### config.mk
export PLATFORM = sky130hd
export DESIGN_NAME = turn_speed_profiler_unit
export DESIGN_NICKNAME = d
export VERILOG_FILES = /design/src/hdl/tsp_pkg.sv /design/src/hdl/tsp_regs.sv /design/src/hdl/tsp_isqrt.sv /design/src/hdl/turn_speed_profiler_unit.sv
export VERILOG_INCLUDE_DIRS = /design/src /design/src/hdl
export SDC_FILE = /design/constraint.sdc
export NUM_CORES = 1
export LEC_CHECK = 0
export BUFFER_PORTS_ARGS = -buffer_cell sky130_fd_sc_hd__buf_2
export CAP_MARGIN = 30
export CORE_ASPECT_RATIO = 0.5
export CORE_MARGIN = 8
export CORE_UTILIZATION = 44
export DETAILED_ROUTE_END_ITERATION = 8
export SLEW_MARGIN = 0
export SYNTH_ARGS = -nofsm -noshare
export SYNTH_HDL_FRONTEND = slang
export SYNTH_SLANG_ARGS = --single-unit
### constraint.sdc
create_clock -name i_clk -period 11.3 [get_ports i_clk]
set_input_delay 1.13 -clock i_clk [delete_from_list [all_inputs] [get_ports i_clk]]
set_output_delay 1.13 -clock i_clk [all_outputs]
set_load 0.05 [all_outputs]
### src/hdl/turn_speed_profiler_unit_assert.svh
// ----------------------------------------------------------------------------
// turn speed profiler assertion macros
// concurrent property wrappers clocked on i_clk, disabled in reset
// ----------------------------------------------------------------------------
`ifndef TURN_SPEED_PROFILER_UNIT_ASSERT_SVH
`define TURN_SPEED_PROFILER_UNIT_ASSERT_SVH

// same-cycle implication
`define TSP_ASSERT_IMP(label, ante, cons) \
    label: assert property (@(posedge i_clk) disable iff (!i_rst_n) \
        (ante) |-> (cons)) else $error("tsp assertion failed");

// next-cycle implication
`define TSP_ASSERT_NEXT(label, ante, cons) \
    label: assert property (@(posedge i_clk) disable iff (!i_rst_n) \
        (ante) |=> (cons)) else $error("tsp assertion failed");

`endif

### src/hdl/tsp_pkg.sv
// ----------------------------------------------------------------------------
// tsp_pkg
// shared types and constants of the turn speed profiler
// ----------------------------------------------------------------------------
package tsp_pkg;

    // pi/4 in Q0.16, converts binary angle to Q3.13 radians
    localparam logic [15:0] PI_QUARTER_Q16 = 16'd51472;

    localparam logic [15:0] MIN_SPEED_RST  = 16'd768;
    localparam logic [14:0] STOP_THRESH_RST = 15'd5215;

    localparam int RADICAND_W = 28;
    localparam int ROOT_W     = RADICAND_W / 2;
    localparam int ADDR_W     = 5;

    typedef enum logic [2:0] {
        REG_TARGET    = 3'd0,
        REG_MAX_VEL   = 3'd1,
        REG_ACCEL_LIM = 3'd2,
        REG_MIN_SPEED = 3'd3,
        REG_STOP_THR  = 3'd4
    } t_reg_idx;

    typedef struct packed {
        logic [15:0] target_angle;
        logic [15:0] cruise_speed;
        logic [15:0] accel_limit;
        logic [15:0] min_speed;
        logic [14:0] stop_threshold;
    } t_cfg;

    typedef struct packed {
        logic busy;
        logic done;
    } t_root_stat;

endpackage

### src/hdl/tsp_regs.sv
// ----------------------------------------------------------------------------
// tsp_regs
// apb configuration registers of the turn speed profiler
// ----------------------------------------------------------------------------
module tsp_regs import tsp_pkg::*; (
    input  logic              i_clk,
    input  logic              i_rst_n,
    input  logic              psel,
    input  logic              penable,
    input  logic              pwrite,
    input  logic [ADDR_W-1:0] paddr,
    input  logic [31:0]       pwdata,
    output logic [31:0]       prdata,
    output logic              pready,
    output t_cfg              o_cfg
);

    t_cfg     r_cfg;
    t_reg_idx w_idx;
    logic     w_wr;

    assign w_idx  = t_reg_idx'(paddr[ADDR_W-1:2]);
    assign w_wr   = psel && penable && pwrite;
    assign pready = 1'b1;
    assign o_cfg  = r_cfg;

    always_ff @(posedge i_clk) begin
        if (!i_rst_n) begin
            r_cfg.target_angle   <= '0;
            r_cfg.cruise_speed   <= '0;
            r_cfg.accel_limit    <= '0;
            r_cfg.min_speed      <= MIN_SPEED_RST;
            r_cfg.stop_threshold <= STOP_THRESH_RST;
        end else if (w_wr) begin
            case (w_idx)
                REG_TARGET:    r_cfg.target_angle   <= pwdata[15:0];
                REG_MAX_VEL:   r_cfg.cruise_speed   <= pwdata[15:0];
                REG_ACCEL_LIM: r_cfg.accel_limit    <= pwdata[15:0];
                REG_MIN_SPEED: r_cfg.min_speed      <= pwdata[15:0];
                REG_STOP_THR:  r_cfg.stop_threshold <= pwdata[14:0];
                default: ;
            endcase
        end
    end

    always_comb begin
        case (w_idx)
            REG_TARGET:    prdata = {16'd0, r_cfg.target_angle};
            REG_MAX_VEL:   prdata = {16'd0, r_cfg.cruise_speed};
            REG_ACCEL_LIM: prdata = {16'd0, r_cfg.accel_limit};
            REG_MIN_SPEED: prdata = {16'd0, r_cfg.min_speed};
            REG_STOP_THR:  prdata = {17'd0, r_cfg.stop_threshold};
            default:       prdata = '0;
        endcase
    end

endmodule

### src/hdl/tsp_isqrt.sv
// ----------------------------------------------------------------------------
// tsp_isqrt
// bit-serial floor square root, one root bit per cycle
// ----------------------------------------------------------------------------
module tsp_isqrt import tsp_pkg::*; (
    input  logic                  i_clk,
    input  logic                  i_rst_n,
    input  logic                  i_start,
    input  logic [RADICAND_W-1:0] i_radicand,
    output logic [ROOT_W-1:0]     o_root,
    output t_root_stat            o_stat
);

    localparam int REM_W = ROOT_W + 1;
    localparam int CNT_W = $clog2(ROOT_W);
    localparam logic [CNT_W-1:0] LAST_STEP = CNT_W'(ROOT_W - 1);

    logic [RADICAND_W-1:0] r_rad;
    logic [REM_W-1:0]      r_rem;
    logic [ROOT_W-1:0]     r_root;
    logic [CNT_W-1:0]      r_cnt;
    logic                  r_busy;
    logic                  r_done;

    logic [REM_W+1:0] w_rem_sh;
    logic [REM_W+1:0] w_trial;
    logic             w_fit;

    assign w_rem_sh = {r_rem, r_rad[RADICAND_W-1 -: 2]};
    assign w_trial  = {1'b0, r_root, 2'b01};
    assign w_fit    = w_rem_sh >= w_trial;

    assign o_root      = r_root;
    assign o_stat.busy = r_busy;
    assign o_stat.done = r_done;

    always_ff @(posedge i_clk) begin
        if (!i_rst_n) begin
            r_busy <= 1'b0;
            r_done <= 1'b0;
            r_cnt  <= '0;
        end else begin
            r_done <= 1'b0;
            if (i_start) begin
                r_busy <= 1'b1;
                r_cnt  <= '0;
            end else if (r_busy) begin
                r_cnt <= r_cnt + 1'b1;
                if (r_cnt == LAST_STEP) begin
                    r_busy <= 1'b0;
                    r_done <= 1'b1;
                end
            end
        end
    end

    always_ff @(posedge i_clk) begin
        if (i_start) begin
            r_rad  <= i_radicand;
            r_rem  <= '0;
            r_root <= '0;
        end else if (r_busy) begin
            r_rad <= {r_rad[RADICAND_W-3:0], 2'b00};
            if (w_fit) begin
                // remainder stays below 2*root+1, so the top bits drop
                r_rem  <= REM_W'(w_rem_sh - w_trial);
                r_root <= {r_root[ROOT_W-2:0], 1'b1};
            end else begin
                r_rem  <= REM_W'(w_rem_sh);
                r_root <= {r_root[ROOT_W-2:0], 1'b0};
            end
        end
    end

endmodule

### src/hdl/turn_speed_profiler_unit.sv
// ----------------------------------------------------------------------------
// turn_speed_profiler_unit
// trapezoidal speed profile for an in-place turn toward a goal heading
// ----------------------------------------------------------------------------
// Each accepted item (elapsed time, heading) yields one result (drive command,
// done flag), and the input stays stalled until the result is handed to the
// output register, so a new item is not taken before the previous one is
// through. The work is done by one shared 16x16 multiplier used for three
// products in turn, followed by a 14-step bit-serial square root that
// produces the stopping-distance speed cap. The output register lets a new
// item enter while the previous result still waits downstream.
`include "turn_speed_profiler_unit_assert.svh"

module turn_speed_profiler_unit import tsp_pkg::*; (
    input  logic              i_clk,
    input  logic              i_rst_n,
    // apb configuration
    input  logic              psel,
    input  logic              penable,
    input  logic              pwrite,
    input  logic [ADDR_W-1:0] paddr,
    input  logic [31:0]       pwdata,
    output logic [31:0]       prdata,
    output logic              pready,
    // input items
    input  logic              i_in_valid,
    output logic              o_in_stall,
    input  logic [9:0]        i_elapsed,
    input  logic signed [15:0] i_heading,
    // result items
    output logic              o_out_valid,
    input  logic              i_out_stall,
    output logic signed [16:0] o_drive_command,
    output logic              o_done_res
);

    typedef enum logic [6:0] {
        S_IDLE      = 7'b0000001,
        S_MUL_INC   = 7'b0000010,
        S_MUL_RAD   = 7'b0000100,
        S_MUL_CAP   = 7'b0001000,
        S_ROOT_GO   = 7'b0010000,
        S_ROOT_WAIT = 7'b0100000,
        S_OUT       = 7'b1000000
    } t_state;

    t_cfg       w_cfg;
    t_root_stat w_root_stat;
    logic [ROOT_W-1:0] w_root;

    t_state r_state, n_state;

    logic [9:0]  r_elapsed;
    logic [15:0] r_mag;
    logic        r_pos;
    logic        r_fin;
    logic [31:0] r_prod;
    logic [15:0] r_inc;
    logic [15:0] r_speed;
    logic [15:0] r_last_speed;
    logic        r_out_valid;
    logic [16:0] r_drive;
    logic        r_done;

    logic        w_in_acc;
    logic        w_out_free;
    logic [15:0] w_rem;
    logic [15:0] w_mag;
    logic [15:0] w_mul_a;
    logic [15:0] w_mul_b;
    logic [16:0] w_up;
    logic [16:0] w_down;
    logic [15:0] w_speed_rl;
    logic [15:0] w_cap;
    logic [15:0] w_capped;
    logic [15:0] w_final;
    logic [16:0] w_drive;

    tsp_regs u_regs (
        .i_clk   (i_clk),
        .i_rst_n (i_rst_n),
        .psel    (psel),
        .penable (penable),
        .pwrite  (pwrite),
        .paddr   (paddr),
        .pwdata  (pwdata),
        .prdata  (prdata),
        .pready  (pready),
        .o_cfg   (w_cfg)
    );

    tsp_isqrt u_isqrt (
        .i_clk      (i_clk),
        .i_rst_n    (i_rst_n),
        .i_start    (r_state == S_ROOT_GO),
        .i_radicand ({1'b0, r_prod[30:4]}),
        .o_root     (w_root),
        .o_stat     (w_root_stat)
    );

    assign o_in_stall  = (r_state != S_IDLE);
    assign w_in_acc    = i_in_valid && !o_in_stall;
    assign w_out_free  = !r_out_valid || !i_out_stall;
    assign o_out_valid = r_out_valid;
    assign o_drive_command = r_drive;
    assign o_done_res  = r_done;

    // wrapped remaining angle and its magnitude, half turn reads as 32768
    assign w_rem = w_cfg.target_angle - i_heading;
    assign w_mag = w_rem[15] ? (~w_rem + 16'd1) : w_rem;

    // shared multiplier operand selection
    always_comb begin
        unique case (r_state)
            S_MUL_INC: begin
                w_mul_a = {6'd0, r_elapsed};
                w_mul_b = w_cfg.accel_limit;
            end
            S_MUL_RAD: begin
                w_mul_a = r_mag;
                w_mul_b = PI_QUARTER_Q16;
            end
            S_MUL_CAP: begin
                w_mul_a = r_prod[31:16];
                w_mul_b = w_cfg.accel_limit;
            end
            default: begin
                w_mul_a = r_mag;
                w_mul_b = w_cfg.accel_limit;
            end
        endcase
    end

    // rate limit toward cruise speed, result lies between last and target
    assign w_up   = {1'b0, r_last_speed} + {1'b0, r_inc};
    assign w_down = {1'b0, r_last_speed} - {1'b0, r_inc};
    always_comb begin
        priority if ({1'b0, w_cfg.cruise_speed} > w_up) begin
            w_speed_rl = w_up[15:0];
        end else if (r_last_speed >= r_inc && {1'b0, w_cfg.cruise_speed} < w_down) begin
            w_speed_rl = w_down[15:0];
        end else begin
            w_speed_rl = w_cfg.cruise_speed;
        end
    end

    assign w_cap    = {{(16-ROOT_W){1'b0}}, w_root};
    assign w_capped = (r_speed > w_cap) ? w_cap : r_speed;
    assign w_final  = (w_capped < w_cfg.min_speed) ? w_cfg.min_speed : w_capped;
    assign w_drive  = r_fin ? 17'd0 :
                      r_pos ? (17'd0 - {1'b0, w_final}) : {1'b0, w_final};

    always_comb begin
        n_state = r_state;
        unique case (r_state)
            S_IDLE:      if (w_in_acc) n_state = S_MUL_INC;
            S_MUL_INC:   n_state = S_MUL_RAD;
            S_MUL_RAD:   n_state = S_MUL_CAP;
            S_MUL_CAP:   n_state = S_ROOT_GO;
            S_ROOT_GO:   n_state = S_ROOT_WAIT;
            S_ROOT_WAIT: if (w_root_stat.done) n_state = S_OUT;
            S_OUT:       if (w_out_free) n_state = S_IDLE;
            default:     n_state = S_IDLE;
        endcase
    end

    always_ff @(posedge i_clk) begin
        if (!i_rst_n) begin
            r_state      <= S_IDLE;
            r_last_speed <= '0;
            r_out_valid  <= 1'b0;
        end else begin
            r_state <= n_state;
            if (r_state == S_OUT && w_out_free) begin
                r_last_speed <= w_final;
                r_out_valid  <= 1'b1;
            end else if (!i_out_stall) begin
                r_out_valid <= 1'b0;
            end
        end
    end

    always_ff @(posedge i_clk) begin
        if (w_in_acc) begin
            r_elapsed <= i_elapsed;
            r_mag     <= w_mag;
            r_pos     <= !w_rem[15] && (w_rem != 16'd0);
            r_fin     <= w_mag < {1'b0, w_cfg.stop_threshold};
        end
        if (r_state == S_MUL_INC || r_state == S_MUL_RAD || r_state == S_MUL_CAP) begin
            r_prod <= w_mul_a * w_mul_b;
        end
        if (r_state == S_MUL_RAD) begin
            r_inc <= r_prod[25:10];
        end
        if (r_state == S_MUL_CAP) begin
            r_speed <= w_speed_rl;
        end
        if (r_state == S_OUT && w_out_free) begin
            r_drive <= w_drive;
            r_done  <= r_fin;
        end
    end

    `TSP_ASSERT_IMP(a_done_zero_drive, o_out_valid && o_done_res, o_drive_command == 17'd0)
    `TSP_ASSERT_NEXT(a_accept_starts, w_in_acc, r_state == S_MUL_INC)
    `TSP_ASSERT_NEXT(a_last_only_out, r_state != S_OUT, $stable(r_last_speed))
    `TSP_ASSERT_IMP(a_root_in_wait, w_root_stat.done, r_state == S_ROOT_WAIT)

endmodule
==> flow_summary.yaml <==
synth:
  ys_seq_elements: 272
  synth-main-ff-cell: "dfxtp_1"
  synth_top_area_share_pct: 15.7
  synth_top_cells_by_area: "edfxtp_1, fa_1, ha_1, dfxtp_1, nand2_1"
  synth_xor_xnor_area_share_pct: 3.38
  synth_top_family_by_area: "adder cells"
  synth_adder_area_share_pct: 27.5
  synthMuxAreaShare_pct: 2.92
  synth-compound-area-share_pct: 15.0
  avgSynthCellArea_um2: 8.71
  synth.distinct_cells: 81
  async_reset_ff_share_pct: 0
  synthesis.area_um2: 25400
  synthCells: 2914
  ys_seq_area_share_pct: 26.7
  synth_largest_area_cell: "edfxtp_1"
  yosysWarningCount: 0
  synthSimpleGateAreaFrac_pct: 17.1
  synth_edf_count: 133
critical_path:
  path_class: "reg -> reg"
  worstReg2RegStart: "r_state[5]$_SDFFE_PN0P_"
  reg2reg_slack_ns: 2.43
  cp_max_fo: 30
  cp.arrival_ns: 9.21
  worstPathRequired_ns: 11.65
  start_kind: "flop"
  crit_path_end_kind: "flop"
  r2r.worst_path.cells: 24
  worstReg2RegEnd: "r_prod[31]$_DFFE_PP_"
pwr:
  seqPwrFrac_pct: 40.1
  power-per-cell-area_nw_per_um2: 107
  total_power_uw: 2940
  pwr-share-comb_pct: 25.3
  switchingPower_uw: 994
  internal_power_uw: 1950
  swShare_pct: 33.8
  leakage_uw: 0.0124
  p_clk_share_pct: 34.7
  vdd_drop_max_mv: 0.0915
grt:
  grt_remaining_overflow: 0
  gr-usage-all-layers_pct: 22.7
  grt_pass1_vias: 20300
  grt_max_degree: 103
  antenna_found_initial: 1
  grt_pass1_wl_um: 118000
cts:
  cts_resized: 0
  clkSinkCount: 272
  hold_buffers: 0
  cts_tree: "done"
  clk_pin_slew_ns: 0.07
  cts_setup_buffers: 0
  htreeDepth: 1
  cts-buffers-inserted: 28
  cts_root_buffer: "clkbuf_16"
  clock_tree.buffer_depth: 3
  clk_latency_ns: 0.58
die:
  core_area_um2: 57200
  num_rows: 62
  die_area_um2: 66100
  io_pins: 123
  die_w_um: 356
  start_util_pct: 44.4
  die_h_um: 186
cells_and_area:
  diodes: 0
  layout_commonest_cell: "nand2_1"
  final_cells: 3737
  syn_to_final_growth_pct: 8.63
  drive_gt1_share_pct: 7.34
  layout_common_cells: "nand2_1, inv_1, ha_1"
  fin_nets: 3456
  fin_util_pct: 48.2
worst_hold_path:
  holdCritStartpoint: "r_prod[14]$_DFFE_PP_"
  whs_path_depth: 0
  hold_path_end: "r_inc[4]$_DFFE_PP_"
  hold_class: "reg -> reg"
placement:
  dp.cells: 3682
  dp_hpwl_um: 59800
  io_buffers: 87
  gp_congestion: 0.952
routing:
  drt_iter0_markers: 1591
  num_vias: 20800
  drt-wirelength-per-cell_um: 20.2
  drt_wl_total_um: 75500
  antenna_left: 0
  drt_first_pass_iters: 5
  post-route-drc-count: 0
  via_per_inst: 5.56
timing:
  hold_viol: 0
  drv_slew: 0
  hold_slack_ns: 0.453
  setup_violations: 0
  max_freq_mhz: 113
  worst_slew_pin_slew_ns: 0.987
  setup_tns_ns: 0
  max_slew_margin_pct: 34.2
  finalClockSkew_ns: 0.0203
  period_share_pct: 78.5
  rsz0062_at_grt: "no"
  period_needed_ns: 8.87
run_status:
  status: "finished, final reports clean"
run:
  drv_cap: 0
[through the flow]
step / area (um^2) / setup slack [ns]
global placement: 26500 / 2.51
floorplan: 25400 / 3.35
finish: 27600 / 2.43
detailed placement: 26500 / 2.56
CTS: 27500 / 2.50
global route: 27600 / 1.82
[cells by family (layout without fill, tap and decap cells)]
group           count (synthesis)  after routing
simple gates                  978            978
xor+xnor                       98             98
fa+ha+maj                     439            439
flops                         272            272
mux                            71             71
buf+inv                       485            523
compound gates                569            569
other cells                     2             19
[cell usage after synthesis (all sizes together) (39+ instances only)]
master,instances
a21oi,129
clkbuf,110
and2,49
nand2,453
nor3,39
ha,242
a21o,47
inv,349
fa,197
nor2,242
edfxtp,133
xnor2,71
a21boi,75
mux2i,56
dfxtp,139
o21ai,110
nand3,43
[sequential cells by signal (all words and copies together) (netlist names)]
| name | flops |
|---|---|
| u_isqrt.r_rem | 15 |
| u_isqrt.r_rad | 28 |
| r_last_speed | 16 |
| r_elapsed | 10 |
| r_prod | 28 |
| o_done_res | 1 |
| r_speed | 16 |
| u_isqrt.r_busy | 1 |
| u_isqrt.r_cnt | 4 |
| u_isqrt.o_root | 14 |
| o_drive_command | 17 |
| u_isqrt.r_done | 1 |
| r_fin | 1 |
| o_out_valid | 1 |
| u_regs.o_cfg | 79 |
| r_mag | 16 |
| r_state | 7 |
| r_pos | 1 |
| r_inc | 16 |
[area by class of cell]
type	instances	area [um^2]
Timing Repair Buffer	120	711
Multi-Input combinational cell	2174	16800
Tap cell	768	961
Sequential cell	272	6780
Clock inverter	18	236
Fill cell	5519	29600
Clock buffer	34	764
Inverter	351	1320
[power groups by stage]
stage	sequential, uW	clock (uW)	combinational, uW
final	1180	1020	745
after global routing	1180	1080	810
after CTS	1180	1040	740
after detailed placement	1200	0	734
after global placement	1200	0	729
after floorplan	1160	0	500
[per-layer routing]
| metal | track usage, % | wire length (um) | vias up |
|---|---|---|---|
| met5 | 0 | 0 | - |
| met4 | 5.94 | 2080 | 0 |
| met3 | 3.46 | 5200 | 101 |
| met2 | 36.7 | 33700 | 657 |
| met1 | 31.8 | 34500 | 10200 |
| li1 | - | - | 9855 |
[how the worst max path moves through the flow]
stage                                  startpoint                    to  cells after the start
after floorplan           r_state[4]$_SDFFE_PN0P_  r_prod[31]$_DFFE_PP_                     25
after global placement    r_state[5]$_SDFFE_PN0P_  r_prod[22]$_DFFE_PP_                     21
after detailed placement  r_state[6]$_SDFFE_PN0P_  r_prod[31]$_DFFE_PP_                     24
after CTS                 r_state[6]$_SDFFE_PN0P_  r_prod[31]$_DFFE_PP_                     24
after global routing      r_state[5]$_SDFFE_PN0P_  r_prod[31]$_DFFE_PP_                     24
final                     r_state[5]$_SDFFE_PN0P_  r_prod[31]$_DFFE_PP_                     24
[critical path: stages (launching register included)]
cell and delay, ns:
dfxtp_1 0.40, or4_1 0.36, or4b_4 0.39, clkinv_1 0.77
nor2_1 0.99, nor2_1 0.14, fa_1 0.53, fa_1 0.54
fa_1 0.55, fa_1 0.54, fa_1 0.56, inv_1 0.06
fa_1 0.53, inv_1 0.04, ha_1 0.23, a21o_1 0.18
a21o_1 0.17, a21o_1 0.20, a21oi_1 0.15, o21bai_1 0.09
a32oi_1 0.21, a31oi_1 0.15, or2_2 0.32, and4_1 0.19
nor3_1 0.33
(Power assumes the default switching activity.)
